### src/hw/rtl/psc_pkg.sv
`timescale 1ns / 1ps

package psc_pkg;

  localparam int CoefW  = 16;
  localparam int CountW = 10;
  localparam int PcW    = 19;
  localparam int KpaW   = 15;
  localparam int IdxW   = 3;

  // kPa = 12800 + 16*c + floor((272*c + 511) / 1023), since 16640 = 16*1023 + 272
  localparam int unsigned KpaBase  = 12800;
  localparam int unsigned KpaRound = 511;
  localparam int unsigned KpaRecip = 524801;  // ceil(2^29 / 1023)
  localparam int unsigned KpaShift = 29;
  localparam int unsigned CountMax = 1023;

  typedef enum logic [IdxW-1:0] {
    REG_A0  = 3'd0,
    REG_B1  = 3'd1,
    REG_B2  = 3'd2,
    REG_C12 = 3'd3,
    REG_C11 = 3'd4,
    REG_C22 = 3'd5
  } reg_idx_t;

  typedef struct packed {
    logic signed [CoefW-1:0] a0;
    logic signed [CoefW-1:0] b1;
    logic signed [CoefW-1:0] b2;
    logic signed [CoefW-1:0] c12;
    logic signed [CoefW-1:0] c11;
    logic signed [CoefW-1:0] c22;
  } coef_t;

  // polynomial result handed to the kPa stages
  typedef struct packed {
    logic                  valid;
    logic signed [PcW-1:0] pc;
    logic [CountW-1:0]     clamp_val;
    logic                  clip;
  } poly_res_t;

endpackage

### src/hw/rtl/psc_if.sv
`timescale 1ns / 1ps

interface psc_in_if;
  logic       valid;
  logic       ready;
  logic [9:0] pressure_count;
  logic [9:0] temperature_count;

  modport source (output valid, output pressure_count, output temperature_count, input ready);
  modport sink   (input valid, input pressure_count, input temperature_count, output ready);
endinterface

interface psc_out_if;
  logic               valid;
  logic               ready;
  logic signed [18:0] compensated_count;
  logic [14:0]        pressure_kpa_q8;
  logic               clamped;

  modport source (output valid, output compensated_count, output pressure_kpa_q8,
                  output clamped, input ready);
  modport sink   (input valid, input compensated_count, input pressure_kpa_q8,
                  input clamped, output ready);
endinterface

### src/hw/rtl/psc_cfg_regs.sv
`timescale 1ns / 1ps

module psc_cfg_regs (
  input  logic                          clk,
  input  logic                          rst_n,
  input  logic                          cfg_we,
  input  logic [psc_pkg::IdxW-1:0]      cfg_index,
  input  logic [psc_pkg::CoefW-1:0]     cfg_wdata,
  output psc_pkg::coef_t                coef
);
  import psc_pkg::*;

  coef_t coef_r, coef_nxt;

  always_comb begin
    coef_nxt = coef_r;
    if (cfg_we) begin
      unique case (cfg_index)
        REG_A0:  coef_nxt.a0  = cfg_wdata;
        REG_B1:  coef_nxt.b1  = cfg_wdata;
        REG_B2:  coef_nxt.b2  = cfg_wdata;
        REG_C12: coef_nxt.c12 = cfg_wdata;
        REG_C11: coef_nxt.c11 = cfg_wdata;
        REG_C22: coef_nxt.c22 = cfg_wdata;
        default: coef_nxt = coef_r;  // unused index, write dropped
      endcase
    end
  end

  always_ff @(posedge clk) begin
    if (!rst_n) begin
      coef_r <= '0;
    end else begin
      coef_r <= coef_nxt;
    end
  end

  assign coef = coef_r;

endmodule

### src/hw/rtl/psc_poly.sv
`timescale 1ns / 1ps

module psc_poly (
  input  logic                          clk,
  input  logic                          rst_n,
  input  logic                          adv,
  input  logic                          in_valid,
  input  logic [psc_pkg::CountW-1:0]    in_p,
  input  logic [psc_pkg::CountW-1:0]    in_t,
  input  psc_pkg::coef_t                coef,
  output psc_pkg::poly_res_t            res
);
  import psc_pkg::*;

  // stage 1: a11, c12*T, a2
  logic                     v1_r;
  logic [CountW-1:0]        p1_r, t1_r;
  logic signed [17:0]       a11_1_r, a11_1_nxt;
  logic signed [25:0]       c12t_1_r, c12t_1_nxt;
  logic signed [16:0]       a2_1_r, a2_1_nxt;
  // stage 2: a1
  logic                     v2_r;
  logic [CountW-1:0]        p2_r, t2_r;
  logic signed [18:0]       a1_2_r, a1_2_nxt;
  logic signed [16:0]       a2_2_r;
  // stage 3: y1, a2*T
  logic                     v3_r;
  logic signed [18:0]       y1_3_r, y1_3_nxt;
  logic signed [25:0]       a2t_3_r, a2t_3_nxt;
  // stage 4: Pc, clamp
  poly_res_t                res_r, res_nxt;

  logic signed [31:0] p_x, t_x, c11p, c12t, c22t, sum11, sum2;
  logic signed [31:0] sum1, p2_x, t2_x, a1p, sumy, a2t;
  logic signed [31:0] s, q;

  always_comb begin
    p_x        = {22'd0, in_p};
    t_x        = {22'd0, in_t};
    c11p       = 32'(coef.c11) * p_x;
    c12t       = 32'(coef.c12) * t_x;
    c22t       = 32'(coef.c22) * t_x;
    sum11      = (32'(coef.b1) <<< 14) + c11p;
    sum2       = (32'(coef.b2) <<< 15) + (c22t >>> 1);
    a11_1_nxt  = 18'(sum11 >>> 14);
    c12t_1_nxt = 26'(c12t);
    a2_1_nxt   = 17'(sum2 >>> 16);

    sum1       = (32'(a11_1_r) <<< 11) + 32'(c12t_1_r);
    a1_2_nxt   = 19'(sum1 >>> 11);

    p2_x       = {22'd0, p2_r};
    t2_x       = {22'd0, t2_r};
    a1p        = 32'(a1_2_r) * p2_x;
    sumy       = (32'(coef.a0) <<< 10) + a1p;
    y1_3_nxt   = 19'(sumy >>> 10);
    a2t        = 32'(a2_2_r) * t2_x;
    a2t_3_nxt  = 26'(a2t);

    s = (32'(y1_3_r) <<< 10) + 32'(a2t_3_r);
    q = s >>> 13;
    // division truncates toward zero: bump negative values with a remainder
    if (s[31] && (s[12:0] != 13'd0)) begin
      q = q + 32'sd1;
    end
    res_nxt.valid = v3_r;
    res_nxt.pc    = PcW'(q);
    res_nxt.clip  = (q < 32'sd0) || (q > 32'(CountMax));
    if (q < 32'sd0) begin
      res_nxt.clamp_val = '0;
    end else if (q > 32'(CountMax)) begin
      res_nxt.clamp_val = CountW'(CountMax);
    end else begin
      res_nxt.clamp_val = q[CountW-1:0];
    end
  end

  always_ff @(posedge clk) begin
    if (!rst_n) begin
      v1_r        <= 1'b0;
      v2_r        <= 1'b0;
      v3_r        <= 1'b0;
      res_r.valid <= 1'b0;
    end else if (adv) begin
      v1_r     <= in_valid;
      v2_r     <= v1_r;
      v3_r     <= v2_r;
      p1_r     <= in_p;
      t1_r     <= in_t;
      a11_1_r  <= a11_1_nxt;
      c12t_1_r <= c12t_1_nxt;
      a2_1_r   <= a2_1_nxt;
      p2_r     <= p1_r;
      t2_r     <= t1_r;
      a1_2_r   <= a1_2_nxt;
      a2_2_r   <= a2_1_r;
      y1_3_r   <= y1_3_nxt;
      a2t_3_r  <= a2t_3_nxt;
      res_r    <= res_nxt;
    end
  end

  assign res = res_r;

endmodule

### src/hw/rtl/psc_kpa.sv
`timescale 1ns / 1ps

module psc_kpa (
  input  logic               clk,
  input  logic               rst_n,
  input  logic               adv,
  input  psc_pkg::poly_res_t res,
  psc_out_if.source          out_ch
);
  import psc_pkg::*;

  localparam int MW = 19;
  localparam int RW = 20;

  // stage 5: reciprocal multiply for the /1023
  logic                  v5_r;
  logic signed [PcW-1:0] pc5_r;
  logic [CountW-1:0]     c5_r;
  logic                  clip5_r;
  logic [CountW-1:0]     qs5_r, qs5_nxt;
  // stage 6: output register
  logic                  v6_r;
  logic signed [PcW-1:0] pc6_r;
  logic [KpaW-1:0]       kpa6_r, kpa6_nxt;
  logic                  clip6_r;

  logic [MW-1:0]    m;
  logic [MW+RW-1:0] prod;

  always_comb begin
    m        = {1'b0, res.clamp_val, 8'd0} + {5'd0, res.clamp_val, 4'd0} + MW'(KpaRound);
    prod     = {{RW{1'b0}}, m} * {{MW{1'b0}}, RW'(KpaRecip)};
    qs5_nxt  = prod[KpaShift +: CountW];
    kpa6_nxt = KpaW'(KpaBase) + {1'b0, c5_r, 4'd0} + {5'd0, qs5_r};
  end

  always_ff @(posedge clk) begin
    if (!rst_n) begin
      v5_r <= 1'b0;
      v6_r <= 1'b0;
    end else if (adv) begin
      v5_r <= res.valid;
      v6_r <= v5_r;
    end
  end

  always_ff @(posedge clk) begin
    if (adv) begin
      pc5_r   <= res.pc;
      c5_r    <= res.clamp_val;
      clip5_r <= res.clip;
      qs5_r   <= qs5_nxt;
      pc6_r   <= pc5_r;
      kpa6_r  <= kpa6_nxt;
      clip6_r <= clip5_r;
    end
  end

  assign out_ch.valid             = v6_r;
  assign out_ch.compensated_count = pc6_r;
  assign out_ch.pressure_kpa_q8   = kpa6_r;
  assign out_ch.clamped           = clip6_r;

endmodule

### src/hw/rtl/pressure_sensor_compensation.sv
// Throughput: one request per cycle while the pipeline advances; the six-stage
// pipeline (four for the polynomial, two for the kPa conversion) advances
// whenever the output register is empty or being drained, so a stall holds
// every stage.
// Reset (synchronous, rst_n low) clears all stage valid bits and the six
// coefficient registers to zero.
`timescale 1ns / 1ps

module pressure_sensor_compensation (
  input  logic                          clk,
  input  logic                          rst_n,
  psc_in_if.sink                        in_ch,
  psc_out_if.source                     out_ch,
  input  logic                          cfg_we,
  input  logic [psc_pkg::IdxW-1:0]      cfg_index,
  input  logic [psc_pkg::CoefW-1:0]     cfg_wdata
);
  import psc_pkg::*;

  coef_t     coef;
  poly_res_t res;
  logic      adv;

  assign adv         = out_ch.ready || !out_ch.valid;
  assign in_ch.ready = adv;

  psc_cfg_regs u_cfg (
    .clk       (clk),
    .rst_n     (rst_n),
    .cfg_we    (cfg_we),
    .cfg_index (cfg_index),
    .cfg_wdata (cfg_wdata),
    .coef      (coef)
  );

  psc_poly u_poly (
    .clk      (clk),
    .rst_n    (rst_n),
    .adv      (adv),
    .in_valid (in_ch.valid),
    .in_p     (in_ch.pressure_count),
    .in_t     (in_ch.temperature_count),
    .coef     (coef),
    .res      (res)
  );

  psc_kpa u_kpa (
    .clk    (clk),
    .rst_n  (rst_n),
    .adv    (adv),
    .res    (res),
    .out_ch (out_ch)
  );

endmodule
### src/flat_wrapper.sv
// flat-port wrapper written by rule: the top's interface ports become plain ports
module pressure_sensor_compensation_flat import psc_pkg::*;
  (clk, rst_n, cfg_we, cfg_index, cfg_wdata, in_ch_valid, in_ch_pressure_count, in_ch_temperature_count, in_ch_ready, out_ch_valid, out_ch_compensated_count, out_ch_pressure_kpa_q8, out_ch_clamped, out_ch_ready);
  psc_in_if in_ch_i ();
  psc_out_if out_ch_i ();
  input  logic clk;
  input  logic rst_n;
  input  logic cfg_we;
  input  logic [psc_pkg::IdxW-1:0] cfg_index;
  input  logic [psc_pkg::CoefW-1:0] cfg_wdata;
  input wire logic [$bits(in_ch_i.valid)-1:0] in_ch_valid;
  input wire logic [$bits(in_ch_i.pressure_count)-1:0] in_ch_pressure_count;
  input wire logic [$bits(in_ch_i.temperature_count)-1:0] in_ch_temperature_count;
  output wire logic [$bits(in_ch_i.ready)-1:0] in_ch_ready;
  output wire logic [$bits(out_ch_i.valid)-1:0] out_ch_valid;
  output wire logic [$bits(out_ch_i.compensated_count)-1:0] out_ch_compensated_count;
  output wire logic [$bits(out_ch_i.pressure_kpa_q8)-1:0] out_ch_pressure_kpa_q8;
  output wire logic [$bits(out_ch_i.clamped)-1:0] out_ch_clamped;
  input wire logic [$bits(out_ch_i.ready)-1:0] out_ch_ready;
  assign in_ch_i.valid = in_ch_valid;
  assign in_ch_i.pressure_count = in_ch_pressure_count;
  assign in_ch_i.temperature_count = in_ch_temperature_count;
  assign in_ch_ready = in_ch_i.ready;
  assign out_ch_valid = out_ch_i.valid;
  assign out_ch_compensated_count = out_ch_i.compensated_count;
  assign out_ch_pressure_kpa_q8 = out_ch_i.pressure_kpa_q8;
  assign out_ch_clamped = out_ch_i.clamped;
  assign out_ch_i.ready = out_ch_ready;
  pressure_sensor_compensation u_core (.clk(clk), .rst_n(rst_n), .in_ch(in_ch_i), .out_ch(out_ch_i), .cfg_we(cfg_we), .cfg_index(cfg_index), .cfg_wdata(cfg_wdata));
endmodule
### config.mk
export PLATFORM = sky130hd
export DESIGN_NAME = pressure_sensor_compensation_flat
export DESIGN_NICKNAME = d
export VERILOG_FILES = /design/src/hw/rtl/psc_pkg.sv /design/src/hw/rtl/psc_if.sv /design/src/hw/rtl/psc_cfg_regs.sv /design/src/hw/rtl/psc_poly.sv /design/src/hw/rtl/psc_kpa.sv /design/src/hw/rtl/pressure_sensor_compensation.sv /design/src/flat_wrapper.sv
export SDC_FILE = /design/constraint.sdc
export NUM_CORES = 2
export LEC_CHECK = 0
export ABC_AREA = 1
export BUFFER_PORTS_ARGS = -buffer_cell sky130_fd_sc_hd__buf_2
export CAP_MARGIN = 20
export CORE_MARGIN = 4
export CORE_UTILIZATION = 38
export DETAILED_ROUTE_END_ITERATION = 7
export PLACE_DENSITY = 0.62
export SLEW_MARGIN = 20
export SYNTH_ARGS = -nofsm -noshare
export SYNTH_HDL_FRONTEND = slang
export SYNTH_HIERARCHICAL = 1
export SYNTH_SLANG_ARGS = --single-unit
### constraint.sdc
create_clock -name clk -period 12.5 [get_ports clk]
set_input_delay 2.5 -clock clk [delete_from_list [all_inputs] [get_ports clk]]
set_output_delay 2.5 -clock clk [all_outputs]
set_load 0.005 [all_outputs]
==> flow_results.org <==
** Setup path
- At the worst endpoint, the arrival time is 9780 ps.
- Along the worst path, the maximum fanout reaches 33.
- The worst setup path is of the input port to flip-flop kind.
- Crit start category :: input port
- Required @ worst endpoint :: 12840 ps
- The worst setup path is captured at a flip-flop.
- The worst register-to-register path has a depth of 27.

** Clock network
- CTS tree :: done
- Worst-case clock buffer depth :: 3
- Cell chosen for the clock root :: sky130_fd_sc_hd__clkbuf_16
- In this run the number of H-tree levels came out at 2.
- Clock tree synthesis inserted a total of 42 buffers.
- The later pin in the worst-skew pair is clocked with a latency of 590 ps.
- Buffers inserted to repair hold after CTS numbered 0.
- The tree built by TritonCTS fans out to 373 sinks.
- Number of buffers inserted by post-CTS setup repair :: 0
- Post_cts resized :: 0
- Clock edge transition at the registers on the reported setup and hold paths :: 60 ps

** Synth
- Warnings, synthesis :: 6
- After synthesis, flip-flops and latches occupy 20.1% of the total area.
- Share of synthesized registers carrying an async set or reset :: 0%
- Synthesis handed over a netlist of 6065 instances.
- In this run the cell area of the synthesized design comes to 50600 sq um.
- Number of nets produced by synthesis :: 7345
- Each instance of the synthesized netlist takes up on average 8.33 sq um.
- In the synthesized netlist the dominant register cell turns out to be sky130_fd_sc_hd__edfxtp_1.
- Post-synthesis sequential element count :: 373
- The synthesized design contains 271 enable-type register cells.
- In this run, distinct cell masters in the synthesized netlist total 55.

** Layout
- The count of cells in the finished layout, fillers not included, comes to 7778.
- For this run, the post-layout net count is 7271.
- Once layout is complete, the utilization of the core stands at 40.8%.
- Compared with the post-synthesis result, the final layout area differs by 6.43%.
- Ratio of cells with drive above 1 in the final layout :: 4.48%
- The number of antenna diodes in the final layout is 0.
- The finished cells cover 53800 sq um.

** Place
- Total placed instance area :: 52400 sq um
- Final HPWL DP :: 92.1 mm
- Buffers added on ports :: 80
- The number of placed instances, taps included, is 7701.
- Gpl congestion :: 0.895

** STA
- Setup violations remaining at the end of the flow were counted as 0.
- Minimum clock period after layout :: 9440 ps
- The final number of max-transition violations is 0.
- Final hold viol count :: 0
- The worst pin sits at a relative slew slack of 28.4%.
- Slew at the pin closest to its max-slew limit :: 1070 ps
- Setup repair after global routing left no endpoint under its margin.
- On the final layout, the worst clock skew is 20.1 ps.
- Dividing the final minimum period by the clock period gives 75.5%.
- For this run, the top clock speed supported by timing is 0.106 GHz.
- Sum of negative setup slack :: 0 ps

** Drt
- Dividing the detail-routed via count by the number of cells gives 4.70.
- In the final routed layout, each cell accounts on average for 15.0 um.
- Total detailed-routing wirelength :: 116 mm
- The detail route stage leaves a number of antenna-violating nets equal to 0.
- Iteration-0 DRC count of the detailed router :: 2243
- DRC violations left :: 0
- Pre-antenna DRT Iters :: 5
- Via count :: 36600

** Status
- Outcome :: complete, no violations

** Global route
- Sum of overflow across all layers after global routing :: 0
- The number of global-route vias before repair came to 38400.
- Entering global routing, the biggest net connects 122 pins.
- Total global-route track usage :: 17.0%
- Antenna violations before repair :: 1
- First-pass GRT wire length :: 195 mm

** Worst hold path
- Hold depth :: 0
- Path category of the worst min-delay check :: flip-flop to flip-flop

** Floorplan
- Top Ports :: 81
- The die is 373 um wide.
- The die covers 139000 sq um.
- Once the floorplan was initialized, standard cells occupied 38.4% of the core.
- The total area inside the core boundary comes to 132000 sq um.
- Overall die height :: 373 um
- Cell row count :: 133

** Job
- Max-cap violations in this run came to 0.
-- cell usage after synthesis, types with 50 or more instances --
cell type | number | area, sq um
sky130_fd_sc_hd__fa_1 | 780 | 15600
sky130_fd_sc_hd__ha_1 | 456 | 5710
sky130_fd_sc_hd__clkbuf_1 | 153 | 574
sky130_fd_sc_hd__dfxtp_1 | 102 | 2040
sky130_fd_sc_hd__edfxtp_1 | 271 | 8140
sky130_fd_sc_hd__o21ai_0 | 93 | 465
sky130_fd_sc_hd__nand2_1 | 1363 | 5120
sky130_fd_sc_hd__inv_1 | 1634 | 6130
sky130_fd_sc_hd__xor2_1 | 111 | 972
sky130_fd_sc_hd__xnor2_1 | 50 | 438
sky130_fd_sc_hd__nand3_1 | 195 | 976
sky130_fd_sc_hd__a21oi_1 | 201 | 1010
sky130_fd_sc_hd__nor2_1 | 337 | 1260
-- through the flow --
step	hold WS [ps]	setup slack (ps)
CTS	413	3180
finish	414	3060
global placement	400	2580
detailed placement	405	2540
global route	422	2490
floorplan	400	3710
-- state kept, by name (all words and copies together) (netlist names), 15 cells and up --
| name | flops |
|---|---|
| u_core/u_cfg/coef | 96 |
| u_core/u_poly/res | 30 |
| u_core/u_poly/a2t_3_r | 26 |
| u_core/u_kpa/out_ch.compensated_count | 19 |
| u_core/u_kpa/pc5_r | 19 |
| u_core/u_poly/y1_3_r | 19 |
| u_core/u_poly/a1_2_r | 18 |
| u_core/u_poly/a11_1_r | 17 |
| u_core/u_poly/a2_1_r | 16 |
| u_core/u_poly/a2_2_r | 16 |
| u_core/u_kpa/out_ch.pressure_kpa_q8 | 15 |
| u_core/u_poly/c12t_1_r | 15 |
-- logic make-up (layout without fill, tap and decap cells) --
kind of cell	Yosys count	in the layout	synth area share [%]
AND/OR/NAND/NOR	2064	2064	16.9
buffers and inverters	1851	1809	13.9
adder cells (fa/ha/maj)	1236	1236	42.2
AO/OA/AOI/OAI	379	379	4.17
flip-flops	373	373	20.1
XOR/XNOR	161	161	2.79
other	1	1	0.00742
-- layout by cell type (no fill, tap or decap), drive strengths merged, types with 4 or more instances in the layout --
cell type / n
o21bai: 15
ha: 456
clkinvlp: 4
dfxtp: 102
inv: 1648
nand3: 206
clkinv: 16
fa: 780
a21boi: 7
o31ai: 5
o21ai: 96
nand4: 36
buf: 88
nand2: 1403
nor3: 23
o21a: 8
a21o: 10
xnor2: 50
edfxtp: 271
o211ai: 8
a31oi: 13
xor2: 111
nor2: 377
nor4: 8
clkbuf: 51
a21oi: 204
-- worst max-delay path: stages --
cell                       delay [ps]
sky130_fd_sc_hd__buf_2            580
sky130_fd_sc_hd__nand2_1          190
sky130_fd_sc_hd__fa_1             630
sky130_fd_sc_hd__fa_1             450
sky130_fd_sc_hd__fa_1             500
sky130_fd_sc_hd__inv_1             60
sky130_fd_sc_hd__fa_1             530
sky130_fd_sc_hd__inv_1             50
sky130_fd_sc_hd__fa_1             530
sky130_fd_sc_hd__inv_1             40
sky130_fd_sc_hd__ha_1             320
sky130_fd_sc_hd__a21oi_1          150
sky130_fd_sc_hd__o21ai_0           90
sky130_fd_sc_hd__a21oi_1          180
sky130_fd_sc_hd__nand2_1          100
sky130_fd_sc_hd__a21boi_0         540
sky130_fd_sc_hd__nor3_1           140
sky130_fd_sc_hd__a21oi_1          200
sky130_fd_sc_hd__xor2_1           560
sky130_fd_sc_hd__ha_1             410
sky130_fd_sc_hd__a21oi_1          190
sky130_fd_sc_hd__inv_1             50
sky130_fd_sc_hd__a31oi_1          240
sky130_fd_sc_hd__nor2_1            90
sky130_fd_sc_hd__a211oi_1         250
sky130_fd_sc_hd__nand2_1           90
sky130_fd_sc_hd__nand2_1           60
sky130_fd_sc_hd__nand2_1           40
-- metal layers --
| metal | vias to the layer above | routed length [um] | global-route usage [%] |
|---|---|---|---|
| li1 | 17800 | - | - |
| met1 | 17800 | 52300 | 22.9 |
| met2 | 827 | 55200 | 28.9 |
| met3 | 152 | 5990 | 2.24 |
| met4 | 2 | 2880 | 4.46 |
| met5 | - | 13 | 0 |
-- path summary, 6_finish.rpt --
path / startpoint / endpoint / slack (ps)
min reg2reg: u_core/u_poly/res[19] / u_core/u_kpa/pc5_r[8] / 410
max reg2reg: u_core/u_cfg/coef[8] / u_core/u_poly/a2_1_r[14] / 4810
max: in_ch_temperature_count[4] / u_core/u_poly/a2_1_r[14] / 3060
min: u_core/u_poly/res[19] / u_core/u_kpa/pc5_r[8] / 410
-- cell type report --
class / count / area [sq um]
Clock buffer: 51 / 1160
Clock inverter: 25 / 240
Fill cell: 13400 / 78000
Inverter: 1645 / 6180
Multi-Input combinational cell: 3841 / 33400
Sequential cell: 373 / 10200
Tap cell: 1755 / 2200
Timing Repair Buffer: 88 / 470
Power is left out: the tool's default activity adds up to more than one toggle a clock period on the data nets, which glitch-free logic cannot reach.
